[src/rtl/mbrm_pkg.sv]
// Shared types and constants for the multi-bank buffer ring manager.
// Used by mbrm_ctrl, mbrm_dp and the top level; depends on nothing else.
`timescale 1ns / 1ps
`default_nettype none

package mbrm_pkg;

  localparam int NUM_BANKS  = 4;
  localparam int BANK_BYTES = 65536;

  localparam int BANK_W  = 2;
  localparam int LEVEL_W = 17;
  localparam int TAIL_W  = 19;
  localparam int RING_W  = 3;

  // Command codes.
  localparam logic [2:0] CMD_WRITE       = 3'd0;
  localparam logic [2:0] CMD_BEGIN_READ  = 3'd1;
  localparam logic [2:0] CMD_FINISH_READ = 3'd2;
  localparam logic [2:0] CMD_QUERY       = 3'd3;
  localparam logic [2:0] CMD_TAIL        = 3'd4;

  // Result status codes.
  localparam logic [1:0] ST_OK       = 2'd0;
  localparam logic [1:0] ST_NO_FREE  = 2'd1;
  localparam logic [1:0] ST_NOTHING  = 2'd2;
  localparam logic [1:0] ST_TOO_LONG = 2'd3;

  // Configuration register indexes.
  localparam logic [1:0] CFG_OVERWRITE = 2'd0;
  localparam logic [1:0] CFG_BANKS     = 2'd1;
  localparam logic [1:0] CFG_CAPACITY  = 2'd2;

  typedef struct packed {
    logic [2:0]         command;
    logic [LEVEL_W-1:0] chunk_length;
    logic [BANK_W-1:0]  bank_select;
    logic [TAIL_W-1:0]  tail_size;
  } in_item_t;

  typedef struct packed {
    logic [1:0]         status;
    logic [BANK_W-1:0]  bank;
    logic [LEVEL_W-1:0] offset;
    logic [LEVEL_W-1:0] length_out;
    logic               last;
  } result_t;

  typedef enum logic [3:0] {
    OP_NONE,
    OP_LOAD_WR,
    OP_LOAD_RD,
    OP_LOAD_FIN,
    OP_LOAD_QRY,
    OP_LOAD_TAIL,
    OP_BAD,
    OP_WR_CHECK,
    OP_WR_NEXT,
    OP_RD_STEP,
    OP_FIN,
    OP_QRY,
    OP_TAIL_STEP,
    OP_TAIL_END
  } dp_op_t;

  typedef struct packed {
    dp_op_t op;
  } dp_cmd_t;

  typedef struct packed {
    logic need_adv;
    logic rd_done;
    logic tail_stop;
  } dp_status_t;

endpackage

`default_nettype wire

[src/rtl/mbrm_ctrl.sv]
// Controller state machine of the bank ring manager.
// Sequences one command at a time; depends on mbrm_pkg.
`timescale 1ns / 1ps
`default_nettype none

module mbrm_ctrl (
  input  wire logic                clk,
  input  wire logic                rst,
  input  wire logic                start,
  input  wire logic [2:0]          command,
  input  wire mbrm_pkg::dp_status_t sts,
  output mbrm_pkg::dp_cmd_t        cmd,
  output logic                     busy
);

  typedef enum logic [7:0] {
    S_IDLE     = 8'b0000_0001,
    S_WR_CHECK = 8'b0000_0010,
    S_WR_NEXT  = 8'b0000_0100,
    S_RD_SCAN  = 8'b0000_1000,
    S_FIN      = 8'b0001_0000,
    S_QRY      = 8'b0010_0000,
    S_TAIL     = 8'b0100_0000,
    S_TAIL_END = 8'b1000_0000
  } state_t;

  state_t state, state_next;

  always_ff @(posedge clk) begin
    if (rst) begin
      state <= S_IDLE;
    end else begin
      state <= state_next;
    end
  end

  assign busy = (state != S_IDLE);

  always_comb begin
    state_next = state;
    cmd.op     = mbrm_pkg::OP_NONE;
    case (state)
      S_IDLE: begin
        if (start) begin
          case (command)
            mbrm_pkg::CMD_WRITE: begin
              cmd.op     = mbrm_pkg::OP_LOAD_WR;
              state_next = S_WR_CHECK;
            end
            mbrm_pkg::CMD_BEGIN_READ: begin
              cmd.op     = mbrm_pkg::OP_LOAD_RD;
              state_next = S_RD_SCAN;
            end
            mbrm_pkg::CMD_FINISH_READ: begin
              cmd.op     = mbrm_pkg::OP_LOAD_FIN;
              state_next = S_FIN;
            end
            mbrm_pkg::CMD_QUERY: begin
              cmd.op     = mbrm_pkg::OP_LOAD_QRY;
              state_next = S_QRY;
            end
            mbrm_pkg::CMD_TAIL: begin
              cmd.op     = mbrm_pkg::OP_LOAD_TAIL;
              state_next = S_TAIL;
            end
            default: begin
              // An unknown command is answered at once and leaves the block idle.
              cmd.op = mbrm_pkg::OP_BAD;
            end
          endcase
        end
      end
      S_WR_CHECK: begin
        cmd.op     = mbrm_pkg::OP_WR_CHECK;
        state_next = sts.need_adv ? S_WR_NEXT : S_IDLE;
      end
      S_WR_NEXT: begin
        cmd.op     = mbrm_pkg::OP_WR_NEXT;
        state_next = S_IDLE;
      end
      S_RD_SCAN: begin
        cmd.op = mbrm_pkg::OP_RD_STEP;
        if (sts.rd_done) begin
          state_next = S_IDLE;
        end
      end
      S_FIN: begin
        cmd.op     = mbrm_pkg::OP_FIN;
        state_next = S_IDLE;
      end
      S_QRY: begin
        cmd.op     = mbrm_pkg::OP_QRY;
        state_next = S_IDLE;
      end
      S_TAIL: begin
        cmd.op = mbrm_pkg::OP_TAIL_STEP;
        if (sts.tail_stop) begin
          state_next = S_TAIL_END;
        end
      end
      S_TAIL_END: begin
        cmd.op     = mbrm_pkg::OP_TAIL_END;
        state_next = S_IDLE;
      end
      default: begin
        state_next = S_IDLE;
      end
    endcase
  end

endmodule

`default_nettype wire

[src/rtl/mbrm_dp.sv]
// Datapath of the bank ring manager: configuration, bank levels and marks,
// ring pointers, the access pointer and the result register. Uses mbrm_pkg.
`timescale 1ns / 1ps
`default_nettype none

module mbrm_dp (
  input  wire logic                 clk,
  input  wire logic                 rst,
  input  wire mbrm_pkg::in_item_t   item,
  input  wire mbrm_pkg::dp_cmd_t    cmd,
  output mbrm_pkg::dp_status_t      sts,
  input  wire logic                 cfg_valid,
  input  wire logic [1:0]           cfg_index,
  input  wire logic [mbrm_pkg::LEVEL_W-1:0] cfg_data,
  output mbrm_pkg::result_t         result,
  output logic                      result_valid
);

  localparam int BW = mbrm_pkg::BANK_W;
  localparam int LW = mbrm_pkg::LEVEL_W;
  localparam int TW = mbrm_pkg::TAIL_W;
  localparam int RW = mbrm_pkg::RING_W;

  // Configuration registers.
  logic          overwrite_mode;
  logic [RW-1:0] banks_in_use;
  logic [LW-1:0] bank_capacity;

  // Ring state.
  logic [LW-1:0] fill_level [mbrm_pkg::NUM_BANKS];
  logic          bank_full  [mbrm_pkg::NUM_BANKS];
  logic [BW-1:0] write_bank;
  logic [BW-1:0] read_bank;

  // Working registers of the current command.
  logic [BW-1:0]     ptr;
  logic [BW-1:0]     cnt;
  logic [LW-1:0]     chunk_len;
  logic [TW-1:0]     want;
  mbrm_pkg::result_t pend;
  logic              pend_valid;

  logic [RW-1:0] ring_n;
  logic [LW-1:0] cap;
  logic [BW-1:0] wb_red, rb_red, ptr_next, ptr_prev;
  logic [LW-1:0] fill_cur;
  logic          full_cur;
  logic [LW:0]   sum;
  logic          fits, too_long, cnt_last;
  logic [LW-1:0] take;
  logic [TW-1:0] want_after;
  logic          res_fire;

  function automatic logic [BW-1:0] reduce(input logic [BW-1:0] idx,
                                           input logic [RW-1:0] n);
    logic [RW-1:0] wide;
    wide = {1'b0, idx};
    return (wide >= n) ? BW'(wide - n) : idx;
  endfunction

  function automatic mbrm_pkg::result_t make_res(input logic [1:0]    st,
                                                 input logic [BW-1:0] bk,
                                                 input logic [LW-1:0] off,
                                                 input logic [LW-1:0] len,
                                                 input logic          lst);
    mbrm_pkg::result_t r;
    r.status     = st;
    r.bank       = bk;
    r.offset     = off;
    r.length_out = len;
    r.last       = lst;
    return r;
  endfunction

  always_comb begin
    if (banks_in_use < RW'(2)) begin
      ring_n = RW'(2);
    end else if (banks_in_use > RW'(mbrm_pkg::NUM_BANKS)) begin
      ring_n = RW'(mbrm_pkg::NUM_BANKS);
    end else begin
      ring_n = banks_in_use;
    end

    if (bank_capacity == '0) begin
      cap = LW'(1);
    end else if (bank_capacity > LW'(mbrm_pkg::BANK_BYTES)) begin
      cap = LW'(mbrm_pkg::BANK_BYTES);
    end else begin
      cap = bank_capacity;
    end
  end

  assign wb_red   = reduce(write_bank, ring_n);
  assign rb_red   = reduce(read_bank, ring_n);
  assign ptr_next = ({1'b0, ptr} + RW'(1) == ring_n) ? '0 : BW'(ptr + BW'(1));
  assign ptr_prev = (ptr == '0) ? BW'(ring_n - RW'(1)) : BW'(ptr - BW'(1));
  assign cnt_last = ({1'b0, cnt} == ring_n - RW'(1));

  assign fill_cur = fill_level[ptr];
  assign full_cur = bank_full[ptr];
  assign sum      = {1'b0, fill_cur} + {1'b0, chunk_len};
  assign fits     = (sum <= {1'b0, cap});
  assign too_long = (chunk_len > cap);

  // The tail piece takes the whole bank unless fewer bytes are still wanted.
  assign take       = ({2'b00, fill_cur} > want) ? LW'(want) : fill_cur;
  assign want_after = (fill_cur != '0) ? want - {2'b00, take} : want;

  assign sts.need_adv  = !too_long && !fits && (overwrite_mode || !full_cur);
  assign sts.rd_done   = full_cur || cnt_last;
  assign sts.tail_stop = cnt_last || (ptr_prev == rb_red) || (want_after == '0);

  // A result leaves in every step that finishes a command, and in a tail step
  // that finds a new piece while an older one is held.
  always_comb begin
    case (cmd.op)
      mbrm_pkg::OP_BAD,
      mbrm_pkg::OP_WR_NEXT,
      mbrm_pkg::OP_FIN,
      mbrm_pkg::OP_QRY,
      mbrm_pkg::OP_TAIL_END:  res_fire = 1'b1;
      mbrm_pkg::OP_WR_CHECK:  res_fire = !sts.need_adv;
      mbrm_pkg::OP_RD_STEP:   res_fire = sts.rd_done;
      mbrm_pkg::OP_TAIL_STEP: res_fire = (fill_cur != '0) && pend_valid;
      default:                res_fire = 1'b0;
    endcase
  end

  always_ff @(posedge clk) begin
    if (rst) begin
      overwrite_mode <= 1'b0;
      banks_in_use   <= RW'(4);
      bank_capacity  <= LW'(mbrm_pkg::BANK_BYTES);
      for (int i = 0; i < mbrm_pkg::NUM_BANKS; i++) begin
        fill_level[i] <= '0;
        bank_full[i]  <= 1'b0;
      end
      write_bank   <= '0;
      read_bank    <= '0;
      pend_valid   <= 1'b0;
      result_valid <= 1'b0;
    end else begin
      result_valid <= res_fire;

      if (cfg_valid) begin
        case (cfg_index)
          mbrm_pkg::CFG_OVERWRITE: overwrite_mode <= cfg_data[0];
          mbrm_pkg::CFG_BANKS:     banks_in_use   <= cfg_data[RW-1:0];
          mbrm_pkg::CFG_CAPACITY:  bank_capacity  <= cfg_data;
          default: ;
        endcase
      end

      case (cmd.op)
        mbrm_pkg::OP_LOAD_WR: begin
          ptr        <= wb_red;
          write_bank <= wb_red;
          chunk_len  <= item.chunk_length;
        end
        mbrm_pkg::OP_LOAD_RD: begin
          ptr       <= rb_red;
          read_bank <= rb_red;
          cnt       <= '0;
        end
        mbrm_pkg::OP_LOAD_FIN: begin
          ptr <= item.bank_select;
        end
        mbrm_pkg::OP_LOAD_QRY: begin
          ptr        <= wb_red;
          write_bank <= wb_red;
        end
        mbrm_pkg::OP_LOAD_TAIL: begin
          ptr        <= wb_red;
          cnt        <= '0;
          want       <= item.tail_size;
          pend_valid <= 1'b0;
        end
        mbrm_pkg::OP_BAD: begin
          result <= make_res(mbrm_pkg::ST_NOTHING, '0, '0, '0, 1'b1);
        end
        mbrm_pkg::OP_WR_CHECK: begin
          if (too_long) begin
            result <= make_res(mbrm_pkg::ST_TOO_LONG, '0, '0, '0, 1'b1);
          end else if (!overwrite_mode && full_cur) begin
            result <= make_res(mbrm_pkg::ST_NO_FREE, '0, '0, '0, 1'b1);
          end else if (fits) begin
            fill_level[ptr] <= sum[LW-1:0];
            result          <= make_res(mbrm_pkg::ST_OK, ptr, fill_cur, sum[LW-1:0], 1'b1);
          end else begin
            // The current bank cannot take the chunk: move the ring on.
            if (!overwrite_mode) begin
              bank_full[ptr] <= 1'b1;
            end
            ptr        <= ptr_next;
            write_bank <= ptr_next;
          end
        end
        mbrm_pkg::OP_WR_NEXT: begin
          if (overwrite_mode) begin
            fill_level[ptr] <= chunk_len;
            result          <= make_res(mbrm_pkg::ST_OK, ptr, '0, chunk_len, 1'b1);
          end else if (full_cur || !fits) begin
            result <= make_res(mbrm_pkg::ST_NO_FREE, '0, '0, '0, 1'b1);
          end else begin
            fill_level[ptr] <= sum[LW-1:0];
            result          <= make_res(mbrm_pkg::ST_OK, ptr, fill_cur, sum[LW-1:0], 1'b1);
          end
        end
        mbrm_pkg::OP_RD_STEP: begin
          if (full_cur) begin
            read_bank <= ptr;
            result    <= make_res(mbrm_pkg::ST_OK, ptr, '0, fill_cur, 1'b1);
          end else begin
            ptr <= ptr_next;
            cnt <= cnt + BW'(1);
            if (cnt_last) begin
              result <= make_res(mbrm_pkg::ST_NOTHING, '0, '0, '0, 1'b1);
            end
          end
        end
        mbrm_pkg::OP_FIN: begin
          if ({1'b0, ptr} >= ring_n) begin
            result <= make_res(mbrm_pkg::ST_NOTHING, '0, '0, '0, 1'b1);
          end else begin
            fill_level[ptr] <= '0;
            bank_full[ptr]  <= 1'b0;
            read_bank       <= ptr_next;
            result          <= make_res(mbrm_pkg::ST_OK, ptr, '0, '0, 1'b1);
          end
        end
        mbrm_pkg::OP_QRY: begin
          if (full_cur) begin
            result <= make_res(mbrm_pkg::ST_NO_FREE, ptr, '0, '0, 1'b1);
          end else begin
            result <= make_res(mbrm_pkg::ST_OK, ptr, '0, fill_cur, 1'b1);
          end
        end
        mbrm_pkg::OP_TAIL_STEP: begin
          // A found piece is held until the next is found, so the final one can carry last.
          if (fill_cur != '0) begin
            if (pend_valid) begin
              result <= pend;
            end
            pend       <= make_res(mbrm_pkg::ST_OK, ptr, fill_cur - take, take, 1'b0);
            pend_valid <= 1'b1;
          end
          want <= want_after;
          ptr  <= ptr_prev;
          cnt  <= cnt + BW'(1);
        end
        mbrm_pkg::OP_TAIL_END: begin
          if (pend_valid) begin
            result <= make_res(pend.status, pend.bank, pend.offset, pend.length_out, 1'b1);
          end else begin
            result <= make_res(mbrm_pkg::ST_NOTHING, '0, '0, '0, 1'b1);
          end
          pend_valid <= 1'b0;
        end
        default: ;
      endcase
    end
  end

endmodule

`default_nettype wire

[src/rtl/multi_bank_buffer_ring_manager.sv]
// Top level of the multi-bank buffer ring manager: joins mbrm_ctrl and mbrm_dp.
// Depends on mbrm_pkg, mbrm_ctrl and mbrm_dp.
//
// Channel      Ports                                   Transaction when
// command      start, busy, item                       start && !busy
// result       result_valid, result                    result_valid (one cycle)
// config       cfg_valid, cfg_ready, cfg_index, cfg_data   cfg_valid && cfg_ready
//
// Each command is handled alone; every bank lookup goes through one access
// pointer, one bank per cycle. After acceptance busy stays high through the
// controller states: write check, then write next if the chunk must go to the next bank;
// a read scan until a full bank or the whole ring; finish or query; tail steps
// then tail end. An unknown command does not raise busy. Results follow one
// per cycle at most and cannot be stalled. Reset is synchronous; config is always ready.
`timescale 1ns / 1ps
`default_nettype none

module multi_bank_buffer_ring_manager (
  input  wire logic                          clk,
  input  wire logic                          rst,
  input  wire logic                          start,
  output logic                               busy,
  input  wire mbrm_pkg::in_item_t            item,
  output mbrm_pkg::result_t                  result,
  output logic                               result_valid,
  input  wire logic                          cfg_valid,
  output logic                               cfg_ready,
  input  wire logic [1:0]                    cfg_index,
  input  wire logic [mbrm_pkg::LEVEL_W-1:0]  cfg_data
);

  mbrm_pkg::dp_cmd_t    cmd;
  mbrm_pkg::dp_status_t sts;

  assign cfg_ready = 1'b1;

  mbrm_ctrl u_ctrl (
    .clk     (clk),
    .rst     (rst),
    .start   (start),
    .command (item.command),
    .sts     (sts),
    .cmd     (cmd),
    .busy    (busy)
  );

  mbrm_dp u_dp (
    .clk          (clk),
    .rst          (rst),
    .item         (item),
    .cmd          (cmd),
    .sts          (sts),
    .cfg_valid    (cfg_valid),
    .cfg_index    (cfg_index),
    .cfg_data     (cfg_data),
    .result       (result),
    .result_valid (result_valid)
  );

endmodule

`default_nettype wire
[config.mk]
export PLATFORM = sky130hd
export DESIGN_NAME = multi_bank_buffer_ring_manager
export DESIGN_NICKNAME = d
export VERILOG_FILES = /design/src/rtl/mbrm_pkg.sv /design/src/rtl/mbrm_ctrl.sv /design/src/rtl/mbrm_dp.sv /design/src/rtl/multi_bank_buffer_ring_manager.sv
export SDC_FILE = /design/constraint.sdc
export NUM_CORES = 1
export LEC_CHECK = 0
export ABC_AREA = 1
export ABC_CLOCK_PERIOD_IN_PS = 8800
export BUFFER_PORTS_ARGS = -buffer_cell sky130_fd_sc_hd__buf_2
export CORE_MARGIN = 2
export CORE_UTILIZATION = 55
export DETAILED_ROUTE_END_ITERATION = 8
export PLACE_DENSITY = 0.84
export SKIP_CTS_REPAIR_TIMING = 1
export SLEW_MARGIN = 15
export SYNTH_ARGS = -nofsm -noshare
export SYNTH_HDL_FRONTEND = slang
export SYNTH_SLANG_ARGS = --single-unit
[constraint.sdc]
create_clock -name clk -period 8.8 [get_ports clk]
set_clock_uncertainty 0.15 [all_clocks]
set_input_delay 0 -clock clk [delete_from_list [all_inputs] [get_ports clk]]
set_output_delay 0 -clock clk [all_outputs]
set_load 0.01 [all_outputs]
==> results.rst <==
.. list-table::
   :header-rows: 1

   * - Metric
     - Value
   * - Number of ports placed on the die boundary
     - about 110
   * - Total length of routed wires
     - 47100 um
   * - Arrival @ worst endpoint
     - around 7.4 ns
   * - Total buffers and inverters traversed by the critical path
     - 4
   * - Gate Count Post-Synth
     - 1812
   * - Required @ worst endpoint
     - ~8.8 ns
   * - Total power
     - around 6.3 mW
   * - Warnings, synthesis
     - 0
   * - Netlist area before placement
     - 0.0150 mm2
   * - Instance count after placement with tap cells included
     - 2220
   * - Setup total negative slack
     - 0 ns
   * - Worst reg-to-reg setup slack
     - roughly 1.4 ns
   * - Crit end category
     - flop
   * - Worst vdd rail ir drop
     - about 0.00022 V
   * - Number of nets with antenna violations after routing
     - 0
   * - Drt drc
     - 0
   * - H-tree depth reported by CTS
     - 1
   * - Delay of the slowest cell on the worst path
     - ~0.70 ns
   * - Result of the run
     - finished clean
   * - Maximum fanout along the worst path
     - 22
   * - Fraction of the cycle the final worst path needs
     - roughly 84%
   * - Max Freq
     - about 140 MHz
   * - Overall die area
     - ~0.029 mm2
   * - Worst slew margin
     - between 20 and 30%
   * - Transition time at the pin with the least slew margin
     - 1.11 ns
   * - Critical path's top delay family
     - simple AND/OR/NAND/NOR gates
   * - Root Buffer Master
     - sky130_fd_sc_hd__clkbuf_16
   * - TritonCTS Buffers
     - 25
   * - Area growth, synth to finish
     - 16.5%
   * - P per Cell Area
     - about 360 mW/mm2
   * - Final Instance Count excl. Fillers
     - 2349
   * - GP Congestion
     - 1.03
   * - Critical path type
     - reg -> reg
   * - Endpoints failing hold
     - 0
   * - Worst hold slack
     - 0.0241 ns
   * - DP Wirelength
     - 34000 um
   * - Pleak
     - about 7.9 nW
   * - First-pass GRT wire length
     - about 69000 um
   * - Post-layout min period
     - about 7.4 ns
   * - Vias in the first global route
     - between 10000 and 15000
   * - Post-synthesis async set-or-reset flop share
     - 0%
   * - Clock buffer depth
     - 3
   * - Crit path top cell by count
     - sky130_fd_sc_hd__nand2_1
   * - Setup violations, final
     - 0
   * - Clk Latency, worst-skew pair
     - about 0.54 ns
   * - Total number of nets in the final design
     - around 2100
   * - Cell accounting for the most synthesized area
     - sky130_fd_sc_hd__edfxtp_1
   * - Placeable core region
     - around 0.027 mm2
   * - Ratio of cells with drive above 1 in the final layout
     - 14.5%
   * - Detailed-route via count
     - between 10000 and 15000
   * - Slowest library cell on the worst path
     - sky130_fd_sc_hd__nand2_1
   * - Leading cell type by number of instances after synthesis
     - sky130_fd_sc_hd__nand2_1
   * - Clock transition at path regs
     - around 0.070 ns
   * - Netlist cell types
     - approximately 70
   * - Area share of the leading cell type in the synthesized netlist
     - 37.5%
   * - Worst min-delay path class
     - in -> reg
   * - Overflow left after global routing
     - 0
   * - Utilization after layout
     - approximately two thirds
   * - Number of max-capacitance violations reported
     - 0
   * - Starting Density
     - about 56%
   * - Iteration-0 DRC count of the detailed router
     - about 1600
   * - RSZ-0062 raised after global routing
     - false
   * - CTS Sinks
     - about 220
   * - Overall fraction of global-route tracks in use
     - roughly a third
   * - Syn Nets
     - a little under 2000
   * - X dimension of the die
     - between 150 and 200 um
   * - Startpoint type of the worst setup path
     - flop
   * - Clock tree from TritonCTS
     - yes
   * - Maximum number of pins on one net before global-route repair
     - 49
   * - Main synth FF type
     - sky130_fd_sc_hd__edfxtp_1
   * - Biggest area contributors in the synthesized netlist
     - sky130_fd_sc_hd__edfxtp_1 (37%), sky130_fd_sc_hd__nand2_1 (9.9%), sky130_fd_sc_hd__ha_1 (7.8%)
   * - Number of detailed-route iterations in the first pass
     - 6
   * - Post-synth top cells
     - sky130_fd_sc_hd__nand2_1 (395), sky130_fd_sc_hd__inv_1 (209), sky130_fd_sc_hd__nor2_1 (200)
   * - Total count of max-transition violations in the final report
     - 0
   * - Detail-routed net length per standard cell
     - roughly 20 um
   * - Average cell area after synthesis
     - about 8.3 um2
   * - Number of port buffers
     - approximately 100
   * - Sequential fraction of the synthesis area
     - about 42%
   * - Total of flip-flops plus latches after synthesis
     - between 200 and 250
   * - Vias per cell
     - 5.88
   * - Initial antenna violation count
     - 2
   * - Row count
     - 60
   * - Die boundary height
     - around 170 um
   * - Count of flip-flops with a built-in enable after synthesis
     - 187
metrics by stage:
stage	cell area, um2	setup slack, ns
after floorplan	15000	2.38
after CTS	16600	1.59
after global routing	17500	0.881
after detailed placement	15700	1.61
after global placement	15700	1.83
final	17500	1.44
registers in the layout, indices dropped and copies added (netlist names), 3 cells and up, named ones only:
name                cells
u_ctrl.state            8
u_dp.result            39
u_dp.banks_in_use       3
u_dp.bank_full          4
u_dp.chunk_len         17
u_dp.fill_level        68
u_dp.want              19
u_dp.bank_capacity     17
u_dp.pend              36
cell usage in the layout, fill, tap and decap left out, types with 12 or more instances in the layout:
| cell | netlist | layout |
|---|---|---|
| sky130_fd_sc_hd__nand3_2 | 16 | 16 |
| sky130_fd_sc_hd__buf_2 | 12 | 104 |
| sky130_fd_sc_hd__nand2_2 | 18 | 18 |
| sky130_fd_sc_hd__xor2_1 | 25 | 25 |
| sky130_fd_sc_hd__inv_2 | 34 | 34 |
| sky130_fd_sc_hd__o21ai_0 | 95 | 95 |
| sky130_fd_sc_hd__clkbuf_16 | 0 | 25 |
| sky130_fd_sc_hd__o21ai_1 | 27 | 27 |
| sky130_fd_sc_hd__o2bb2ai_1 | 13 | 13 |
| sky130_fd_sc_hd__o211ai_1 | 12 | 12 |
| sky130_fd_sc_hd__nand2_1 | 395 | 395 |
| sky130_fd_sc_hd__nor2_1 | 200 | 198 |
| sky130_fd_sc_hd__ha_1 | 93 | 93 |
| sky130_fd_sc_hd__edfxtp_1 | 187 | 187 |
| sky130_fd_sc_hd__inv_1 | 209 | 209 |
| sky130_fd_sc_hd__dlygate4sd3_1 | 0 | 83 |
| sky130_fd_sc_hd__nand3_1 | 114 | 114 |
| sky130_fd_sc_hd__nor3_1 | 23 | 23 |
| sky130_fd_sc_hd__dfxtp_1 | 37 | 37 |
| sky130_fd_sc_hd__a21oi_1 | 84 | 83 |
final timing paths:
| kind | from | end | cells past startpoint |
|---|---|---|---|
| worst max-delay path | flop | u_dp.fill_level[2][12]$_SDFFCE_PN0P_ | 28 |
| worst min-delay path | item[27] | u_dp.chunk_len[6]$_DFFE_PP_ | 2 |
| worst max register to register | flop | u_dp.fill_level[2][12]$_SDFFCE_PN0P_ | 28 |
| worst min register to register | u_dp.read_bank[0]$_SDFFE_PP0P_ | u_dp.read_bank[0]$_SDFFE_PP0P_ | 2 |
layout make-up:
type / count / area [um2]
clock inverters: 15 / 251
diodes: 1 / 2.50
fillers: 2233 / 9420
multi-input cells: 1287 / 7370
inverters: 253 / 960
well taps: 341 / 427
flip-flops and latches: 224 / 6360
clock buffers: 30 / 654
repair buffers: 198 / 1430
per-layer routing:
metal / vias to the layer above / global-route usage [%] / wire length, um
li1: 6483 / - / -
met1: 6345 / 41.8 / 18300
met2: 818 / 51.6 / 21400
met3: 177 / 5.75 / 4920
met4: 0 / 10.9 / 2390
met5: - / 0 / 0
logic make-up after synthesis:
logic type | share of synthesized area, %
and+or+nand+nor | 25.2
other | 0.0250
xor gates and xnor gates | 2.10
adders and majority gates | 7.97
DFF | 42.4
buffers and inverters | 8.56
AOI/OAI and AO/OA | 13.7
where the power goes:
part           switching [mW]  internal (mW)
registers               0.108           1.36
logic                    2.50           1.18
clock network           0.451          0.712
worst register-to-register path, delay by kind of cell, from the launching register on:
kind | cells | cell delay (ns)
AO/OA/AOI/OAI | 9 | 2.00
adder cells (fa/ha/maj) | 3 | 0.97
buffers and inverters | 4 | 0.62
flip-flops | 1 | 0.67
AND/OR/NAND/NOR | 12 | 2.59
Power figures use the tool's default switching activity.
